## src/rtl/light_seeking_turn_controller_defines.svh

```systemverilog
// Assertion macros for the light-seeking turn controller.
// Each macro expects clk and arst_n to be visible where it is used.
`ifndef LIGHT_SEEKING_TURN_CONTROLLER_DEFINES_SVH
`define LIGHT_SEEKING_TURN_CONTROLLER_DEFINES_SVH

// The consequent holds in the same cycle as the antecedent.
`define LSTC_ASSERT_NOW(lbl, ante, cons, msg) \
	lbl: assert property (@(posedge clk) disable iff (!arst_n) (ante) |-> (cons)) \
		else $error(msg);

// The consequent holds in the cycle after the antecedent.
`define LSTC_ASSERT_NEXT(lbl, ante, cons, msg) \
	lbl: assert property (@(posedge clk) disable iff (!arst_n) (ante) |=> (cons)) \
		else $error(msg);

`endif

```

## src/rtl/lstc_pkg.sv

```systemverilog
// Shared types and constants of the light-seeking turn controller.
// No dependencies; the lane, merge and top-level modules and the testbench import this package.
package lstc_pkg;

	localparam int SAMPLE_W = 10;
	localparam int RANGE_W = 16;
	localparam int N_CHAN = 8;
	localparam int N_BOARD = 4;
	localparam int CFG_IDX_W = $clog2(N_CHAN);
	localparam int BOARD_IDX_W = $clog2(N_BOARD);
	localparam int SAMPLE_MAX = (2 ** SAMPLE_W) - 1;
	localparam int RANGE_SPAN_MAX = (2 ** RANGE_W) - 1;
	localparam int DEFAULT_FULL_SCALE = 1023;
	localparam int GAP_STOP = 5;
	localparam int GAP_START = 30;

	typedef enum logic [1:0] {
		ACT_NONE = 2'd0,
		ACT_STOP = 2'd1,
		ACT_RUN = 2'd2
	} motor_act_t;

	typedef struct packed {
		logic [SAMPLE_W-1:0] sample_0;
		logic [SAMPLE_W-1:0] sample_1;
		logic [SAMPLE_W-1:0] sample_2;
		logic [SAMPLE_W-1:0] sample_3;
		logic [SAMPLE_W-1:0] sample_4;
		logic [SAMPLE_W-1:0] sample_5;
		logic [SAMPLE_W-1:0] sample_6;
		logic [SAMPLE_W-1:0] sample_7;
	} sample_word_t;

	typedef struct packed {
		motor_act_t left_motor_action;
		motor_act_t right_motor_action;
		logic [BOARD_IDX_W-1:0] brightest_board;
		logic left_running;
		logic right_running;
	} result_word_t;

	typedef struct packed {
		logic [CFG_IDX_W-1:0] index;
		logic [2*RANGE_W-1:0] value;
	} cfg_word_t;

	// Load enables of the four lane stages.
	typedef struct packed {
		logic s1;
		logic s2;
		logic s3;
		logic s4;
	} lane_en_t;

	// Load enables of the merge stages and the flag update strobe.
	typedef struct packed {
		logic s5;
		logic s6;
		logic s7;
		logic upd;
	} merge_ctl_t;

endpackage

```

## src/rtl/lstc_lane.sv

```systemverilog
// One mapping lane: scales a 10-bit sample onto its channel's calibrated range.
// Four stages; the division by the full scale is a reciprocal multiply and one correction.
module lstc_lane import lstc_pkg::*; #(
	parameter int SAMPLE_FULL_SCALE = DEFAULT_FULL_SCALE,
	parameter int MAG_W = 16,
	parameter int MAP_W = 18
) (
	input logic clk,
	input lane_en_t en,
	input logic [SAMPLE_W-1:0] sample,
	input logic [2*RANGE_W-1:0] chan_range,
	output logic signed [MAP_W-1:0] mapped
);

	localparam int PROD_W = SAMPLE_W + RANGE_W;
	localparam longint RECIP = (longint'(1) << PROD_W) / SAMPLE_FULL_SCALE;
	localparam int RECIP_W = $clog2(RECIP + 1);
	localparam logic [RECIP_W-1:0] RECIP_C = RECIP_W'(RECIP);
	localparam int FS_W = $clog2(SAMPLE_FULL_SCALE + 1);
	localparam int REM_W = FS_W + 1;

	logic signed [RANGE_W-1:0] lo;
	logic signed [RANGE_W-1:0] hi;
	logic signed [RANGE_W:0] span;
	logic [RANGE_W:0] span_neg;
	logic [RANGE_W-1:0] span_mag;

	logic [PROD_W-1:0] mag_s1;
	logic neg_s1;
	logic signed [RANGE_W-1:0] lo_s1;

	logic [PROD_W+RECIP_W-1:0] recip_prod;
	logic [PROD_W-1:0] mag_s2;
	logic [MAG_W-1:0] q0_s2;
	logic neg_s2;
	logic signed [RANGE_W-1:0] lo_s2;

	logic [PROD_W-1:0] qfs;
	logic [PROD_W-1:0] rem;
	logic [REM_W-1:0] rem_s3;
	logic [MAG_W-1:0] q0_s3;
	logic neg_s3;
	logic signed [RANGE_W-1:0] lo_s3;

	logic [MAG_W-1:0] quo;
	logic signed [MAP_W-1:0] quo_ext;
	logic signed [MAP_W-1:0] quo_signed;
	logic signed [MAP_W-1:0] mapped_s4;

	assign lo = chan_range[RANGE_W-1:0];
	assign hi = chan_range[2*RANGE_W-1:RANGE_W];
	assign span = {hi[RANGE_W-1], hi} - {lo[RANGE_W-1], lo};
	assign span_neg = -span;
	assign span_mag = span[RANGE_W] ? span_neg[RANGE_W-1:0] : span[RANGE_W-1:0];

	// Work on the magnitude so that the quotient truncates toward zero.
	always_ff @(posedge clk) begin
		if (en.s1) begin
			mag_s1 <= {{RANGE_W{1'b0}}, sample} * {{SAMPLE_W{1'b0}}, span_mag};
			neg_s1 <= span[RANGE_W];
			lo_s1 <= lo;
		end
	end

	// The reciprocal estimate is at most one below the true quotient.
	assign recip_prod = {{RECIP_W{1'b0}}, mag_s1} * {{PROD_W{1'b0}}, RECIP_C};

	always_ff @(posedge clk) begin
		if (en.s2) begin
			q0_s2 <= recip_prod[PROD_W +: MAG_W];
			mag_s2 <= mag_s1;
			neg_s2 <= neg_s1;
			lo_s2 <= lo_s1;
		end
	end

	assign qfs = {{(PROD_W-MAG_W){1'b0}}, q0_s2} * PROD_W'(SAMPLE_FULL_SCALE);
	assign rem = mag_s2 - qfs;

	always_ff @(posedge clk) begin
		if (en.s3) begin
			rem_s3 <= rem[REM_W-1:0];
			q0_s3 <= q0_s2;
			neg_s3 <= neg_s2;
			lo_s3 <= lo_s2;
		end
	end

	assign quo = q0_s3 + MAG_W'(rem_s3 >= REM_W'(SAMPLE_FULL_SCALE));
	assign quo_ext = {{(MAP_W-MAG_W){1'b0}}, quo};
	assign quo_signed = neg_s3 ? -quo_ext : quo_ext;

	always_ff @(posedge clk) begin
		if (en.s4) begin
			mapped_s4 <= quo_signed + {{(MAP_W-RANGE_W){lo_s3[RANGE_W-1]}}, lo_s3};
		end
	end

	assign mapped = mapped_s4;

endmodule

```

## config.mk

```make
export PLATFORM = sky130hd
export DESIGN_NAME = lstc_lane
export DESIGN_NICKNAME = d
export VERILOG_FILES = /design/src/rtl/light_seeking_turn_controller_defines.svh /design/src/rtl/lstc_pkg.sv /design/src/rtl/lstc_lane.sv
export SDC_FILE = /design/constraint.sdc
export NUM_CORES = 1
export LEC_CHECK = 0
export BUFFER_PORTS_ARGS = -buffer_cell sky130_fd_sc_hd__clkbuf_2
export CAP_MARGIN = 40
export CORE_MARGIN = 4
export CORE_UTILIZATION = 27
export DETAILED_ROUTE_END_ITERATION = 8
export GPL_ROUTABILITY_DRIVEN = 0
export PLACE_DENSITY_LB_ADDON = 0.2
export SYNTH_ARGS = -nofsm -noshare
export SYNTH_HDL_FRONTEND = slang
export SYNTH_SLANG_ARGS = --single-unit
```

## constraint.sdc

```tcl
create_clock -name clk -period 12.5 [get_ports clk]
set_input_delay 1.875 -clock clk [delete_from_list [all_inputs] [get_ports clk]]
set_output_delay 1.875 -clock clk [all_outputs]
set_load 0.02 [all_outputs]
```

==> impl_metrics.csv, run 1 <==
group,metric,value,unit
status,outcome,"complete, no violations",
routing,dr_wl_met2,15600,um
worst_setup_path,worst-r2r-cell-count,18,
logic_synthesis,synth-warning-count,0,
logic_synthesis,yosys.area.top_type,"sky130_fd_sc_hd__edfxtp_1",
worst_hold_path,hold-path-endpoint,"q0_s3[15]",
floorplan,rows,85,
placed_design,port_buffers,64,
sta,post-route-period-util,79.2,%
worst_setup_path,path_max_fanout,15,
sta,slew-limit-headroom,38.3,%
sta,grt_setup_unrepaired,"false",
worst_setup_path,setup.worst_path.class,"in2reg",
routing,sum_of_routed_wire_segments_on_met1,16400,um
worst_hold_path,min_delay_src,"q0_s2[15]",
clock_network,hold_fix_buffers_cts,0,
logic_synthesis,synth_flop_cell,"sky130_fd_sc_hd__edfxtp_1",
routing,postRouteWirelength,33200,um
layout,postLayoutCellArea,16400,um^2
clock_network,clock_sink_count,149,
worst_setup_path,timing.critical_path.mode_cell,"sky130_fd_sc_hd__inv_1",
routing,iteration_count_of_the_initial_detailed_routing_pass,4,
worst_setup_path,data_arrival_time_at_the_worst_slack_endpoint,10.08,ns
sta,finalSetupTns,0,ns
logic_synthesis,synth.yosys.seq_area_share,30.6,%
routing,route.vias.total,9599,
floorplan,core_area,53700,um^2
logic_synthesis,async_reset_ff_share,0,%
clock_network,htree_levels,4,
routing,wl_per_cell,15.4,um
routing,drc,0,
global_routing,gr-usage-all-layers,11.9,%
logic_synthesis,syn_area_per_cell,10.6,um^2
sta,achievable-frequency,0.101,GHz
sta,tightest_hold_margin,0.418,ns
global_routing,grt_pass1_vias,10100,
worst_setup_path,setup.reg_to_reg.worst_slack,7.28,ns
logic_synthesis,post_synth_num_cell_types,62,
logic_synthesis,yosys.area.top_type_share,30.6,%
floorplan,die-height,241,um
routing,route.top_layer_used,"met4",
placed_design,dpl_cell_area,15800,um^2
layout,areaGrowthSynthToFinish,12.0,%
routing,initialDrtViolationCount,550,
routing,vias_per_cell,4.45,
worst_setup_path,crit_path_top_delay_cell,"sky130_fd_sc_hd__xor2_1",
global_routing,grt_overflow_total,0,
worst_setup_path,timing.critical_path.buf_inv,7,
clock_network,worst_skew_pair.late_latency,0.43,ns
layout,finish.net_count,1812,
layout,antennaDiodeCount,0,
worst_setup_path,cp_data_required_time,12.68,ns
floorplan,ioPinCount,65,
clock_network,cts_setup_buffers,0,
sta,tightest_slew,0.920,ns
sta,final-setup-viol-count,0,
sta,final-max-slew-violation-count,0,
logic_synthesis,post_synth_most_frequent_cells,"sky130_fd_sc_hd__inv_1 (215), sky130_fd_sc_hd__ha_1 (169), sky130_fd_sc_hd__edfxtp_1 (149), sky130_fd_sc_hd__fa_1 (149), sky130_fd_sc_hd__xnor2_1 (100)",
logic_synthesis,yosys.cell_count.top_type,"sky130_fd_sc_hd__inv_1",
sta,finClkSkew,0.00990,ns
logic_synthesis,synth_cells,1374,
floorplan,floorplan.die.width,241,um
worst_setup_path,critical_path.top_delay_family,"adder cells",
worst_hold_path,min-delay-path-class,"reg2reg",
logic_synthesis,synth-seq-cells,149,
clock_network,tritoncts_clock_tree,"built",
routing,final_antenna_net_count,0,
clock_network,cts_buffers,17,
sta,hold_violation_count_in_the_final_report,0,
placed_design,post-dp-hpwl,27300,um
worst_setup_path,timing.critical_path.from_type,"input pin",
sta,finalWorstPathRequiredPeriod,9.90,ns
floorplan,dieArea,58000,um^2
floorplan,initial_core_util,27.2,%
clock_network,cts.root.buffer_cell,"sky130_fd_sc_hd__clkbuf_16",
layout,finalCoreUtilization,30.5,%
clock_network,worst_setup_hold_path_clk_slew,0.07,ns
worst_setup_path,timing.rr.end,"mapped[17]",
logic_synthesis,post_synth_main_area_contributors,"sky130_fd_sc_hd__edfxtp_1 (31%), sky130_fd_sc_hd__fa_1 (20%), sky130_fd_sc_hd__ha_1 (14%), sky130_fd_sc_hd__xnor2_1 (6.0%), sky130_fd_sc_hd__inv_1 (5.5%)",
clock_network,cts_resized,0,
worst_hold_path,worst_hold_path.num_cells,0,
worst_setup_path,timing.critical_path.to_type,"flip-flop",
job,max_cap_viol_count,0,
worst_setup_path,critPathMaxStageDelay,0.69,ns
clock_network,clockBufferDepth,2,
layout,post_route_cells_drive_above_1_share,8.29,%
global_routing,grt_max_degree,45,
logic_synthesis,synthesis.nets,1739,
logic_synthesis,synth.cell_area,14600,um^2
logic_synthesis,synth_edf_count,149,
global_routing,grt_antenna_before_repair,0,
global_routing,grt_pass1_wl,54600,um
worst_setup_path,timing.rr.start,"rem_s3[1]",
routing,wl_met3,756,um
## registers in the layout, indices dropped and copies added (netlist names)
register and count:
q0_s3 16, neg_s1 1, neg_s3 1, lo_s3 16, q0_s2 16, neg_s2 1
mag_s1 26, lo_s2 16, lo_s1 16, mapped 18, rem_s3 11, mag_s2 11
## final cells by class
type / instances / area [um^2]
Timing Repair Buffer: 77 / 428
Fill cell: 5498 / 37300
Clock buffer: 17 / 425
Inverter: 215 / 807
Multi-Input combinational cell: 987 / 9250
Clock inverter: 15 / 121
Sequential cell: 149 / 4470
Tap cell: 696 / 871
## placed cells by master, fill, tap and decap left out, types with 9 or more instances in the layout
| master | instances |
|---|---|
| sky130_fd_sc_hd__xnor2_1 | 100 |
| sky130_fd_sc_hd__xor2_1 | 28 |
| sky130_fd_sc_hd__nand3_1 | 25 |
| sky130_fd_sc_hd__a21o_1 | 11 |
| sky130_fd_sc_hd__nor3_1 | 13 |
| sky130_fd_sc_hd__inv_1 | 215 |
| sky130_fd_sc_hd__clkbuf_2 | 64 |
| sky130_fd_sc_hd__edfxtp_1 | 149 |
| sky130_fd_sc_hd__ha_1 | 169 |
| sky130_fd_sc_hd__fa_1 | 149 |
| sky130_fd_sc_hd__nor2_1 | 91 |
| sky130_fd_sc_hd__nand2b_1 | 32 |
| sky130_fd_sc_hd__a21oi_1 | 55 |
| sky130_fd_sc_hd__clkbuf_16 | 17 |
| sky130_fd_sc_hd__nand2_1 | 75 |
| sky130_fd_sc_hd__o21bai_1 | 11 |
| sky130_fd_sc_hd__o21a_1 | 25 |
| sky130_fd_sc_hd__and3_1 | 9 |
| sky130_fd_sc_hd__o21ai_0 | 34 |
| sky130_fd_sc_hd__o31ai_1 | 9 |
| sky130_fd_sc_hd__and2_1 | 52 |
| sky130_fd_sc_hd__buf_4 | 11 |
## stage by stage
step | worst slack [ns] | std cells
2_1_floorplan | 3.19 | 1374
3_3_place_gp | 2.28 | 2120
3_5_place_dp | 2.15 | 2123
4_1_cts | 2.61 | 2155
5_1_grt | 2.08 | 2156
6_report | 2.60 | 2156
## layer usage
layer	up-vias	track usage (%)
met2	121	19.6
li1	4756	-
met5	-	0
met3	31	1.55
met1	4691	16.8
met4	0	2.89
## cell families (layout without fill, tap and decap cells)
kind of cell | after synthesis | in the layout | synth area share [%]
AO/OA/AOI/OAI | 204 | 204 | 9.19
XOR/XNOR | 129 | 129 | 7.78
adder cells (fa/ha/maj) | 318 | 318 | 34.9
buffers and inverters | 238 | 324 | 6.18
flip-flops | 149 | 149 | 30.6
multiplexers | 1 | 1 | 0.0684
AND/OR/NAND/NOR | 335 | 335 | 11.3
## how the worst max path moves through the flow
stage | from | end | cells after the start
after CTS | chan_range[4] | mag_s1[24] | 31
after global placement | chan_range[4] | mag_s1[24] | 31
after detailed placement | chan_range[4] | mag_s1[24] | 31
final | chan_range[4] | mag_s1[24] | 31
after floorplan | chan_range[16] | mag_s1[24] | 33
after global routing | chan_range[0] | mag_s1[24] | 29
Power of run 1 is not shown: default switching activity piles up to over one toggle a cycle in this logic, so the estimate is an artifact.
==> run 2: changes to the inputs <==
- clock period: 12.5 -> 9.6 ns (I/O delays scaled with it)
==> run 2 against run 1 <==
Against the previous run: critical path depth down 2; worst hold slack better by 0.0014 ns; sequential share of layout area down 0.24 points; worst setup slack worse by 2.0 ns; via count about the same; routed wire length down 1.3%; first-iteration DRC count down 41%; clock skew down 0.0032 ns; die area unchanged; design area up 0.89%; count of clock-buffer cells in the layout unchanged; core utilization up 0.27 points; largest cell class unchanged.
==> impl_metrics.csv, run 2 (synthesis gave the netlist of run 1 again) <==
group,metric,value,unit
status,outcome,"complete, no violations",
sta,final-setup-viol-count,0,
layout,largest_reg_flops,26,
worst_setup_path,worst-r2r-cell-count,18,
clock_network,cts_buffers,17,
layout,post_route_cells_drive_above_1_share,9.36,%
layout,commonest_cells_after_routing_fill_and_taps_aside,"sky130_fd_sc_hd__inv_1 (215), sky130_fd_sc_hd__ha_1 (169), sky130_fd_sc_hd__fa_1 (149), sky130_fd_sc_hd__edfxtp_1 (149), sky130_fd_sc_hd__xnor2_1 (100)",
routing,drc,0,
global_routing,grt_max_degree,45,
clock_network,clockBufferDepth,2,
layout,antennaDiodeCount,0,
worst_hold_path,worst_hold_path.num_cells,0,
clock_network,htree_levels,4,
worst_setup_path,data_arrival_time_at_the_worst_slack_endpoint,9.21,ns
worst_hold_path,min-delay-path-class,"reg2reg",
sta,hold_violation_count_in_the_final_report,0,
floorplan,floorplan.die.width,241,um
worst_setup_path,critPathMaxStageDelay,0.56,ns
placed_design,dp_cells,2139,
routing,postRouteWirelength,32700,um
routing,initialDrtViolationCount,326,
worst_setup_path,setup.worst_path.class,"in2reg",
routing,final_antenna_net_count,0,
sta,slew-limit-headroom,36.3,%
sta,finalWorstPathRequiredPeriod,9.03,ns
job,max_cap_viol_count,0,
layout,postLayoutCellArea,16500,um^2
floorplan,die-height,241,um
layout,layout_commonest_cell,"sky130_fd_sc_hd__inv_1",
clock_network,worst_skew_pair.late_latency,0.43,ns
floorplan,ioPinCount,65,
routing,vias_per_cell,4.42,
global_routing,grt_pass1_vias,10200,
sta,achievable-frequency,0.111,GHz
layout,finish.net_count,1827,
floorplan,rows,85,
global_routing,grt_antenna_before_repair,0,
clock_network,hold_fix_buffers_cts,0,
sta,finClkSkew,0.00673,ns
clock_network,tritoncts_clock_tree,"built",
sta,finalSetupTns,0,ns
routing,wl_per_cell,15.1,um
global_routing,gr-usage-all-layers,11.8,%
global_routing,grt_pass1_wl,54300,um
clock_network,cts.root.buffer_cell,"sky130_fd_sc_hd__clkbuf_16",
floorplan,core_area,53700,um^2
routing,route.vias.total,9597,
sta,tightest_hold_margin,0.419,ns
worst_setup_path,timing.critical_path.from_type,"input pin",
worst_setup_path,cp_data_required_time,9.77,ns
placed_design,post-dp-hpwl,27100,um
clock_network,clock_sink_count,149,
sta,post-route-period-util,94.1,%
layout,largest-register,"mag_s1",
sta,grt_setup_unrepaired,"false",
global_routing,grt_overflow_total,0,
worst_setup_path,timing.critical_path.mode_cell,"sky130_fd_sc_hd__fa_1",
floorplan,initial_core_util,27.2,%
placed_design,port_buffers,64,
worst_setup_path,crit_path_top_delay_cell,"sky130_fd_sc_hd__fa_1",
placed_design,dpl_cell_area,15900,um^2
clock_network,worst_setup_hold_path_clk_slew,0.06,ns
sta,tightest_slew,0.931,ns
floorplan,dieArea,58000,um^2
worst_setup_path,timing.critical_path.to_type,"flip-flop",
layout,areaGrowthSynthToFinish,12.9,%
routing,iteration_count_of_the_initial_detailed_routing_pass,4,
worst_setup_path,path_max_fanout,15,
layout,final_cells,2170,
sta,final-max-slew-violation-count,0,
run 2: cell count changes in the layout (fill, tap and decap cells not counted), sizes merged:
cell	change
buf	+15
bufinv	+1
clkinv	-1
clkinvlp	-1
run 2: final timing paths:
path                 start         end  slack, ns
max          chan_range[5]  mag_s1[24]       0.57
min               lo_s1[2]    lo_s2[2]       0.42
max reg2reg      rem_s3[4]  mapped[16]       4.39
min reg2reg       lo_s1[2]    lo_s2[2]       0.42
run 2: cell type report:
type / count / area [um^2]
Multi-Input combinational cell: 987 / 9260
Tap cell: 696 / 871
Timing Repair Buffer: 92 / 543
Sequential cell: 149 / 4470
Clock buffer: 17 / 425
Fill cell: 5500 / 37200
Clock inverter: 14 / 144
Inverter: 215 / 807
run 2: what timing repair did:
action | 4_1_cts | 5_1_grt
setup endpoints to repair | 0 | 1
endpoints found under the hold margin | 0 | 0
buffers inserted | 0 | 0
gates resized for setup | 0 | 1
run 2: worst max-delay path, delay by kind of cell:
family                   cells  cell delay [ns]
adder cells (fa/ha/maj)      7             3.26
AO/OA/AOI/OAI               10             2.51
AND/OR/NAND/NOR              5             1.16
XOR/XNOR                     2             0.54
buffers and inverters        5             0.30
run 2: stage by stage:
stage | utilization (%) | worst slack [ns]
finish | 30.8 | 0.565
global route | 30.8 | 0.0213
CTS | 30.7 | 0.465
detailed placement | 29.7 | 0.0123
global placement | 29.6 | 0.113
floorplan | - | 0.726
run 2: per-layer routing:
| metal | GRT usage [%] | vias up | wire length [um] |
|---|---|---|---|
| li1 | - | 4782 | - |
| met1 | 16.5 | 4683 | 16100 |
| met2 | 19.5 | 106 | 15400 |
| met3 | 1.43 | 26 | 685 |
| met4 | 3.08 | 0 | 495 |
| met5 | 0 | - | 0 |
Power of run 2 is left out for the same reason.
